### config.mk
export PLATFORM = sky130hd
export DESIGN_NAME = ucb1_child_select
export DESIGN_NICKNAME = d
export VERILOG_FILES = /design/src/sv/ucb_pkg.sv /design/src/sv/ucb_div.sv /design/src/sv/ucb1_child_select.sv
export SDC_FILE = /design/constraint.sdc
export NUM_CORES = 2
export LEC_CHECK = 0
export ABC_AREA = 0
export BUFFER_PORTS_ARGS = -buffer_cell sky130_fd_sc_hd__buf_2
export CELL_PAD_IN_SITES_DETAIL_PLACEMENT = 1
export CELL_PAD_IN_SITES_GLOBAL_PLACEMENT = 1
export CORE_ASPECT_RATIO = 1.2
export CORE_MARGIN = 10
export CORE_UTILIZATION = 35
export CTS_CLUSTER_DIAMETER = 100
export DETAILED_ROUTE_END_ITERATION = 7
export GPL_ROUTABILITY_DRIVEN = 0
export PLACE_DENSITY_LB_ADDON = 0.1
export SYNTH_ARGS = -nofsm -noshare
export SYNTH_HDL_FRONTEND = slang
export SYNTH_HIERARCHICAL = 1
export SYNTH_SLANG_ARGS = --single-unit
### constraint.sdc
create_clock -name i_clk -period 8.9 [get_ports i_clk]
set_clock_uncertainty 0.1 [all_clocks]
set_input_delay 0.89 -clock i_clk [delete_from_list [all_inputs] [get_ports i_clk]]
set_output_delay 0.89 -clock i_clk [all_outputs]
set_load 0.01 [all_outputs]
### src/sv/ucb_pkg.sv
// Package: shared constants and types of the UCB1 child selector.
`timescale 1ns / 1ps
package ucb_pkg;
    localparam int MAX_CHILDREN_DEF = 64;
    localparam int VISIT_BITS_DEF   = 20;
    localparam int WINS_W  = 21;
    localparam int SCORE_W = 24;
    localparam int IDX_W   = 6;
    localparam int CW_W    = 16;
    localparam logic [15:0] LN2_Q16   = 16'd45426;
    localparam logic [15:0] CW_RESET  = 16'd4096;
    localparam logic [23:0] SCORE_MAX = 24'h7FFFFF;

    typedef enum logic [0:0] {
        REG_WEIGHT = 1'b0,
        REG_MAXP   = 1'b1
    } t_reg_idx;

    typedef enum logic [3:0] {
        S_IDLE, S_RATE, S_LZ, S_LOG, S_LN, S_RATIO, S_SQRT, S_UMUL, S_SCORE, S_OUT
    } t_state;

    typedef struct packed {
        logic       start;
        logic [1:0] op;
    } t_div_ctl;

    localparam logic [1:0] DIV_RATE  = 2'd0;
    localparam logic [1:0] DIV_RATIO = 2'd1;
endpackage

### src/sv/ucb_div.sv
// Shared iterative restoring divider, one quotient bit per cycle.
`timescale 1ns / 1ps
module ucb_div import ucb_pkg::*; #(
    parameter int NUM_W = 40,
    parameter int DEN_W = 20
) (
    input  logic             i_clk,
    input  logic             i_rst_n,
    input  logic             i_start,
    input  logic [NUM_W-1:0] i_num,
    input  logic [DEN_W-1:0] i_den,
    output logic             o_done,
    output logic [NUM_W-1:0] o_quo
);
    localparam int CNT_W = $clog2(NUM_W + 1);
    logic [NUM_W-1:0] r_q, n_q;
    logic [DEN_W:0]   r_rem, n_rem;
    logic [DEN_W-1:0] r_den;
    logic [CNT_W-1:0] r_cnt, n_cnt;
    logic             r_busy, n_busy, r_done;
    logic [DEN_W:0]   w_trial;

    always_comb begin
        n_q = r_q; n_rem = r_rem; n_cnt = r_cnt; n_busy = r_busy;
        w_trial = {r_rem[DEN_W-1:0], r_q[NUM_W-1]};
        if (i_start) begin
            n_q = i_num; n_rem = '0; n_cnt = CNT_W'(NUM_W); n_busy = 1'b1;
        end else if (r_busy) begin
            if (w_trial >= {1'b0, r_den}) begin
                n_rem = w_trial - {1'b0, r_den};
                n_q = {r_q[NUM_W-2:0], 1'b1};
            end else begin
                n_rem = w_trial;
                n_q = {r_q[NUM_W-2:0], 1'b0};
            end
            n_cnt = r_cnt - 1'b1;
            if (r_cnt == CNT_W'(1)) n_busy = 1'b0;
        end
    end

    always_ff @(posedge i_clk) begin
        if (!i_rst_n) begin
            r_busy <= 1'b0; r_done <= 1'b0; r_cnt <= '0;
        end else begin
            r_busy <= n_busy; r_cnt <= n_cnt;
            r_done <= r_busy && (r_cnt == CNT_W'(1)) && !i_start;
        end
        r_q <= n_q; r_rem <= n_rem;
        if (i_start) r_den <= i_den;
    end

    assign o_done = r_done;
    assign o_quo  = r_q;
endmodule

### src/sv/ucb1_child_select.sv
// UCB1 child selector (top level).
//
// Children of one node arrive one item at a time on the i_valid/o_ready
// input channel; the input is ready only while the sequencer is idle. A
// visited child runs through one shared divider and small multipliers:
// win-rate divide, leading-one search, sixteen squaring steps and ln
// scaling when the parent count exceeds one, ratio divide, a bit-pair
// square root, then the c multiply, the compare and the position update.
// A visited child keeps the input busy until it has passed all these
// steps; an unvisited or ignored child goes from the rate step straight
// to the compare and the position update. The last child of a set loads
// one result item into an output register in its position update step.
// The next set proceeds while the result waits; only its last child holds
// in the final step until the receiver takes the earlier result.
// Configuration writes land at once and are meant only while idle.
// Synchronous active-low reset clears the running set and restores
// exploration weight 1.0 and max player 0.
`timescale 1ns / 1ps
module ucb1_child_select import ucb_pkg::*; #(
    parameter int MAX_CHILDREN = MAX_CHILDREN_DEF,
    parameter int VISIT_BITS   = VISIT_BITS_DEF
) (
    input  logic                 i_clk,
    input  logic                 i_rst_n,
    input  logic                 i_cfg_we,
    input  logic                 i_cfg_idx,
    input  logic [CW_W-1:0]      i_cfg_data,
    input  logic                 i_valid,
    output logic                 o_ready,
    input  logic [WINS_W-1:0]    i_child_wins_halves,
    input  logic [VISIT_BITS-1:0] i_child_visits,
    input  logic [VISIT_BITS-1:0] i_parent_visits,
    input  logic                 i_child_player,
    input  logic                 i_parent_is_root,
    input  logic                 i_last_child,
    output logic                 o_valid,
    input  logic                 i_ready,
    output logic [IDX_W-1:0]     o_chosen_index,
    output logic signed [SCORE_W-1:0] o_chosen_score,
    output logic                 o_chose_unvisited
);
    localparam int POS_W = $clog2(MAX_CHILDREN + 1);
    localparam int NUM_W = WINS_W + 15 > 24 + 16 ? WINS_W + 15 : 24 + 16;
    localparam int LZ_W  = $clog2(VISIT_BITS);

    t_state r_state, n_state;
    logic [CW_W-1:0] r_cw;
    logic            r_maxp;
    logic [POS_W-1:0] r_pos;
    logic signed [SCORE_W-1:0] r_best;
    logic [POS_W-1:0] r_best_pos;
    logic            r_maxing, r_unv, r_have;
    logic [VISIT_BITS-1:0] r_pcnt, r_vis;
    logic [WINS_W-1:0] r_wins;
    logic            r_last;
    logic [23:0]     r_rate;
    logic [LZ_W-1:0] r_k;
    logic [32:0]     r_m;
    logic [63:0]     r_sq;
    logic            r_ph;
    logic [4:0]      r_it;
    logic [15:0]     r_frac;
    logic [39:0]     r_ln;
    logic [39:0]     r_rad;
    logic [21:0]     r_res;
    logic [41:0]     r_rem;
    logic [39:0]     r_u;
    logic            r_ovalid;
    logic [IDX_W-1:0] r_oidx;
    logic signed [SCORE_W-1:0] r_oscore;
    logic            r_ounv;

    t_div_ctl        w_div;
    logic [NUM_W-1:0] w_num, w_quo;
    logic            w_ddone;
    logic            w_acc, w_active, w_ohold;

    assign o_ready = (r_state == S_IDLE);
    assign w_acc = i_valid && o_ready;
    assign w_active = (r_pos < POS_W'(MAX_CHILDREN)) && !r_unv;
    assign w_ohold = r_last && r_ovalid && !i_ready;

    always_comb begin
        w_div.start = 1'b0; w_div.op = DIV_RATE;
        w_num = NUM_W'({r_wins, 15'd0});
        if (r_state == S_RATE && r_ph == 1'b0 && w_active && r_vis != '0)
            w_div.start = 1'b1;
        if (r_state == S_RATIO && r_ph == 1'b0) begin
            w_div.start = 1'b1; w_div.op = DIV_RATIO; w_num = NUM_W'(r_ln);
        end
    end

    ucb_div #(.NUM_W(NUM_W), .DEN_W(VISIT_BITS)) u_div (
        .i_clk(i_clk), .i_rst_n(i_rst_n), .i_start(w_div.start), .i_num(w_num),
        .i_den(r_vis), .o_done(w_ddone), .o_quo(w_quo)
    );

    always_comb begin
        n_state = r_state;
        unique case (r_state)
            S_IDLE:  if (w_acc) n_state = S_RATE;
            S_RATE:  if (r_ph == 1'b0 && !(w_active && r_vis != '0)) n_state = S_SCORE;
                     else if (w_ddone) n_state = S_LZ;
            S_LZ:    if (r_pcnt <= VISIT_BITS'(1)) n_state = S_RATIO;
                     else if (r_pcnt[r_k]) n_state = S_LOG;
            S_LOG:   if (r_ph && r_it == 5'd15) n_state = S_LN;
            S_LN:    if (r_ph) n_state = S_RATIO;
            S_RATIO: if (w_ddone) n_state = S_SQRT;
            S_SQRT:  if (r_it == 5'd19) n_state = S_UMUL;
            S_UMUL:  n_state = S_SCORE;
            S_SCORE: n_state = S_OUT;
            S_OUT:   if (!w_ohold) n_state = S_IDLE;
            default: n_state = S_IDLE;
        endcase
    end

    logic [41:0] w_trial;
    logic signed [25:0] w_score;
    logic signed [SCORE_W-1:0] w_sat;
    logic w_better;
    always_comb begin
        w_trial = {r_rem[39:0], r_rad[39:38]} - {18'd0, r_res, 2'b01};
        w_score = r_maxing ? $signed({2'b0, r_rate}) + $signed({2'b0, r_u[23:0]})
                           : $signed({2'b0, r_rate}) - $signed({2'b0, r_u[23:0]});
        if (r_maxing && r_u > 40'd8388608) w_score = 26'sd8388607;
        if (!r_maxing && r_u > 40'd8388608)
            w_score = $signed({2'b0, r_rate}) - 26'sd8388608;
        if (w_score > 26'sd8388607) w_sat = SCORE_MAX;
        else if (w_score < -26'sd8388608) w_sat = 24'h800000;
        else w_sat = w_score[SCORE_W-1:0];
        w_better = !r_have || (r_maxing ? w_sat > r_best : w_sat < r_best);
    end

    always_ff @(posedge i_clk) begin
        if (!i_rst_n) begin
            r_state <= S_IDLE; r_cw <= CW_RESET; r_maxp <= 1'b0;
            r_pos <= '0; r_best <= '0; r_best_pos <= '0; r_maxing <= 1'b0;
            r_unv <= 1'b0; r_have <= 1'b0; r_pcnt <= '0; r_ovalid <= 1'b0;
            r_ph <= 1'b0;
        end else begin
            r_state <= n_state;
            if (i_cfg_we) begin
                if (t_reg_idx'(i_cfg_idx) == REG_WEIGHT) r_cw <= i_cfg_data;
                else r_maxp <= i_cfg_data[0];
            end
            if (r_state == S_OUT && r_last && !w_ohold) r_ovalid <= 1'b1;
            else if (i_ready) r_ovalid <= 1'b0;
            unique case (r_state)
                S_IDLE: begin
                    r_ph <= 1'b0;
                    if (w_acc) begin
                        r_wins <= i_child_wins_halves; r_vis <= i_child_visits;
                        r_last <= i_last_child;
                        if (r_pos == '0) begin
                            r_pcnt <= i_parent_visits;
                            r_maxing <= i_parent_is_root || (i_child_player == r_maxp);
                        end
                    end
                end
                S_RATE: begin
                    r_ph <= !w_ddone;
                    if (r_ph == 1'b0 && w_active && r_vis == '0) begin
                        r_unv <= 1'b1; r_best_pos <= r_pos; r_best <= '0;
                    end
                    if (w_ddone) begin
                        r_rate <= (w_quo > NUM_W'(SCORE_MAX)) ? SCORE_MAX : w_quo[23:0];
                        r_k <= LZ_W'(VISIT_BITS - 1); r_ln <= '0;
                    end
                end
                S_LZ: begin
                    r_ph <= 1'b0;
                    if (r_pcnt[r_k]) begin
                        r_m <= 33'({r_pcnt, 31'd0} >> r_k);
                        r_it <= '0; r_frac <= '0;
                    end else r_k <= r_k - 1'b1;
                end
                S_LOG: begin
                    r_ph <= !r_ph;
                    if (!r_ph) r_sq <= r_m * r_m;
                    else begin
                        r_it <= r_it + 1'b1;
                        if (r_sq[63:31] >= 33'h100000000) begin
                            r_frac <= {r_frac[14:0], 1'b1}; r_m <= {1'b0, r_sq[63:32]};
                        end else begin
                            r_frac <= {r_frac[14:0], 1'b0}; r_m <= r_sq[63:31];
                        end
                    end
                end
                S_LN: begin
                    r_ph <= !r_ph;
                    if (!r_ph) r_sq <= 64'({r_k, r_frac}) * 64'(LN2_Q16);
                    else r_ln <= 40'(r_sq >> 16);
                end
                S_RATIO: begin
                    r_ph <= !w_ddone;
                    if (w_ddone) begin
                        r_rad <= {w_quo[23:0], 16'd0}; r_res <= '0; r_rem <= '0;
                        r_it <= '0;
                    end
                end
                S_SQRT: begin
                    r_ph <= 1'b0;
                    r_it <= r_it + 1'b1;
                    r_rad <= {r_rad[37:0], 2'b00};
                    if (!w_trial[41]) begin
                        r_rem <= w_trial; r_res <= {r_res[20:0], 1'b1};
                    end else begin
                        r_rem <= {r_rem[39:0], r_rad[39:38]}; r_res <= {r_res[20:0], 1'b0};
                    end
                end
                S_UMUL: begin
                    r_ph <= 1'b0;
                    r_u <= 40'(({24'd0, r_cw} * {18'd0, r_res}) >> 12);
                end
                S_SCORE: begin
                    r_ph <= 1'b0;
                    if (w_active && r_vis != '0 && w_better) begin
                        r_best <= w_sat; r_best_pos <= r_pos; r_have <= 1'b1;
                    end
                end
                S_OUT: begin
                    r_ph <= 1'b0;
                    if (!w_ohold) begin
                        if (r_last) begin
                            r_oidx <= IDX_W'(r_best_pos);
                            r_oscore <= r_unv ? '0 : r_best;
                            r_ounv <= r_unv;
                            r_pos <= '0; r_best <= '0; r_best_pos <= '0; r_maxing <= 1'b0;
                            r_pcnt <= '0; r_unv <= 1'b0; r_have <= 1'b0;
                        end else if (r_pos < POS_W'(MAX_CHILDREN)) begin
                            r_pos <= r_pos + 1'b1;
                        end
                    end
                end
                default: r_ph <= 1'b0;
            endcase
        end
    end

    assign o_valid = r_ovalid;
    assign o_chosen_index = r_oidx;
    assign o_chosen_score = r_oscore;
    assign o_chose_unvisited = r_ounv;

`ifndef NO_ASSERTIONS
    a_idle_ready: assert property (@(posedge i_clk) disable iff (!i_rst_n)
        o_ready |-> r_state == S_IDLE) else $error("ready outside idle");
    a_unv_zero: assert property (@(posedge i_clk) disable iff (!i_rst_n)
        (o_valid && o_chose_unvisited) |-> o_chosen_score == '0)
        else $error("unvisited score nonzero");
    a_hold: assert property (@(posedge i_clk) disable iff (!i_rst_n)
        (o_valid && !i_ready) |=> o_valid && $stable(o_chosen_index))
        else $error("result dropped");
`endif
endmodule

==> results_dict.tcl <==
set metrics [dict create \
    endpoint_kind "flop" \
    grt_use_met3_pct 1.290 \
    whs_path_depth 1 \
    netlist_area_um2 73350 \
    path_max_fanout 7 \
    finalNetCount 9498 \
    fill_cells 23730 \
    critPathArrivalTime_ns 8.78 \
    hold_viol 0 \
    cpPeakStageDelay_ns 0.56 \
    final-setup-viol-count 0 \
    grt_usage_pct 20.61 \
    gr-total-overflow 0 \
    cp_slowest_cell "fa_1" \
    cts.sinks 527 \
    yosysUniqueCellTypes 99 \
    dr_total_vias 51550 \
    slew_viol_final 0 \
    drc 0 \
    cts_made_buffers 66 \
    crit_path_start_kind "flop" \
    postCtsHoldBufs 0 \
    slew_headroom_pct 24.44 \
    r2r_cells 29 \
    rows 184 \
    grt_busiest_layer "met2" \
    cts_tree "done" \
    portBuffers 118 \
    ioPinCount 119 \
    cp_common_cell "fa_1" \
    postSynthAreaPerCell_um2 9.773 \
    wl_per_cell_um 22.58 \
    async_flop_share_pct 0 \
    synth_top_cells_by_area "fa_1 (34%), edfxtp_1 (17%), ha_1 (11%)" \
    clk_pin_slew_ns 0.06 \
    synth_area_leader_cell "fa_1" \
    grt_pass1_vias 59060 \
    drt-total-wl_um 234500 \
    rsz0062_at_grt "no" \
    max_freq_ghz 0.1175 \
    crit_family "adder cells" \
    met1_usage_pct 23.96 \
    syn_inst 7505 \
    final_cell_area_um2 79900 \
    drive_above_1_share_pct 6.995 \
    drt_iter0_drc 2195 \
    hpwl_um 190500 \
    mostFrequentLayoutCell "inv_1" \
    clockBufferDepth 3 \
    syn_to_final_growth_pct 8.937 \
    worstMarginPinSlew_ns 1.132 \
    met2_usage_pct 40.46 \
    grt_max_degree 66 \
    maxCapViolations 0 \
    rrSetupSlack_ns 0.39 \
    yosysWarnings 6 \
    clockRootBuffer "clkbuf_16" \
    outcome "complete, no violations" \
    die_w_um 437.9 \
    hp-class "in -> reg" \
    placed_cell_area_um2 77560 \
    vias_per_cell 4.964 \
    synth_nets 9463 \
    period_share_pct 95.59 \
    critical_path_class "reg -> reg" \
    synth_top_area_share_pct 33.90 \
    postRouteAntennaNets 0 \
    ir_drop_uv 546.5 \
    leakage_nw 36.99 \
    required_ns 9.17 \
    synth_flop_cell "edfxtp_1" \
    core-area_um2 209000 \
    dr.pass1.iters 5 \
    antenna_found_initial 12 \
    critPathBufInv 9 \
    fin_setup_tns_ns 0 \
    ys_seq_elements 527 \
    power_density_nw_per_um2 300.5 \
    crit_cells 29 \
    dp_cells 10250 \
    synth-edff-count 416 \
    layout_common_cells "inv_1 (1554), fa_1 (1242), nand2_1 (803), ha_1 (630), edfxtp_1 (416)" \
    stdcell_count 10380 \
    htreeDepth 3 \
    fp.dieArea_um2 228400 \
    clkLatencyLatePin_ns 0.67 \
    grt_pass1_wl_um 363000 \
    min_period_ns 8.507 \
    ys_seq_area_share_pct 20.06 \
    start_util_pct 35.09 \
    die_h_um 521.5 \
    utilization_pct 38.22 \
]
## synthesized netlist by cell type (40+ instances only)
library cell,instances
nand3_1,75
dfxtp_1,111
o211ai_1,40
ha_1,630
nor3_1,63
nor2b_1,57
o21ai_0,147
and3_1,60
nand2b_1,55
nor2_1,349
nand2_1,803
xnor2_1,111
a21oi_1,261
and2_1,409
mux2i_1,73
edfxtp_1,416
clkbuf_1,269
xor2_1,69
mux2_2,67
a21o_1,75
fa_1,1242
o22ai_1,40
inv_1,1555
nand4_1,47
## path summary, 6_finish.rpt
kind,startpoint,end
max reg2reg,r_m[2],r_sq[59]
max,r_m[2],r_sq[59]
min,i_child_wins_halves[1],r_wins[1]
min reg2reg,r_best_pos[3],o_chosen_index[3]
## per-stage QoR
step / power, mW / hold slack, ns / setup slack (ns)
floorplan: 15.68 / 0.3064 / 1.239
global placement: 21.11 / 0.3210 / 0.3511
detailed placement: 21.35 / 0.3171 / 0.2140
CTS: 24.38 / 0.2312 / 0.1556
global route: 26.51 / 0.2697 / 0.05469
finish: 24.01 / 0.3040 / 0.3926
## timing repair
action | 4_1_cts | 5_1_grt
resized for setup | 0 | 1
setup buffers | 0 | 11
setup endpoints to repair | 0 | 12
## power by group
part / total [mW] / leakage (nW) / internal [mW] / switching (mW)
Sequential: 4.01 / 4.79 / 3.66 / 0.344
Clock: 2.84 / 1.07 / 1.63 / 1.20
Combinational: 17.2 / 31.1 / 6.93 / 10.2
## logic make-up (layout without fill, tap and decap cells)
family / after synthesis / after routing / synth area share (%)
compound gates: 876 / 876 / 7.688
xor+xnor: 182 / 182 / 2.194
fa+ha+maj: 1872 / 1872 / 44.65
buf+inv: 1868 / 1954 / 9.677
flops: 527 / 527 / 20.06
mux: 154 / 154 / 2.455
other cells: 1 / 4 / 0.005113
simple gates: 2025 / 2025 / 13.27
## final cells by class
class / instances / area (um^2) / share of cell area (%)
Antenna cell: 3 / 7.507 / 0.009395
Clock buffer: 77 / 1714 / 2.145
Clock inverter: 42 / 485.5 / 0.6076
Inverter: 1561 / 5859 / 7.333
Multi-Input combinational cell: 5110 / 51650 / 64.65
Sequential cell: 527 / 14710 / 18.41
Tap cell: 2790 / 3491 / 4.369
Timing Repair Buffer: 274 / 1977 / 2.474
## sequential cells by signal, indices dropped and copies added (netlist names), 7 cells and up
| register | flops |
|---|---|
| u_div/r_rem | 20 |
| r_u | 26 |
| r_rate | 24 |
| r_rad | 24 |
| r_cw | 16 |
| r_pcnt | 20 |
| o_chosen_score | 24 |
| r_frac | 16 |
| r_res | 22 |
| r_ln | 40 |
| r_vis | 20 |
| r_pos | 7 |
| r_wins | 21 |
| r_m | 33 |
| u_div/r_den | 20 |
| r_rem | 40 |
| r_sq | 48 |
| u_div/o_quo | 40 |
| r_best | 24 |
## metal layers
layer / routed length, um / share of wire (%)
met3: 4245 / 1.8
met1: 93460 / 40
met4: 6252 / 2.7
met2: 130500 / 56
met5: 0 / 0
No activity file was read; power rests on OpenSTA's default activity.
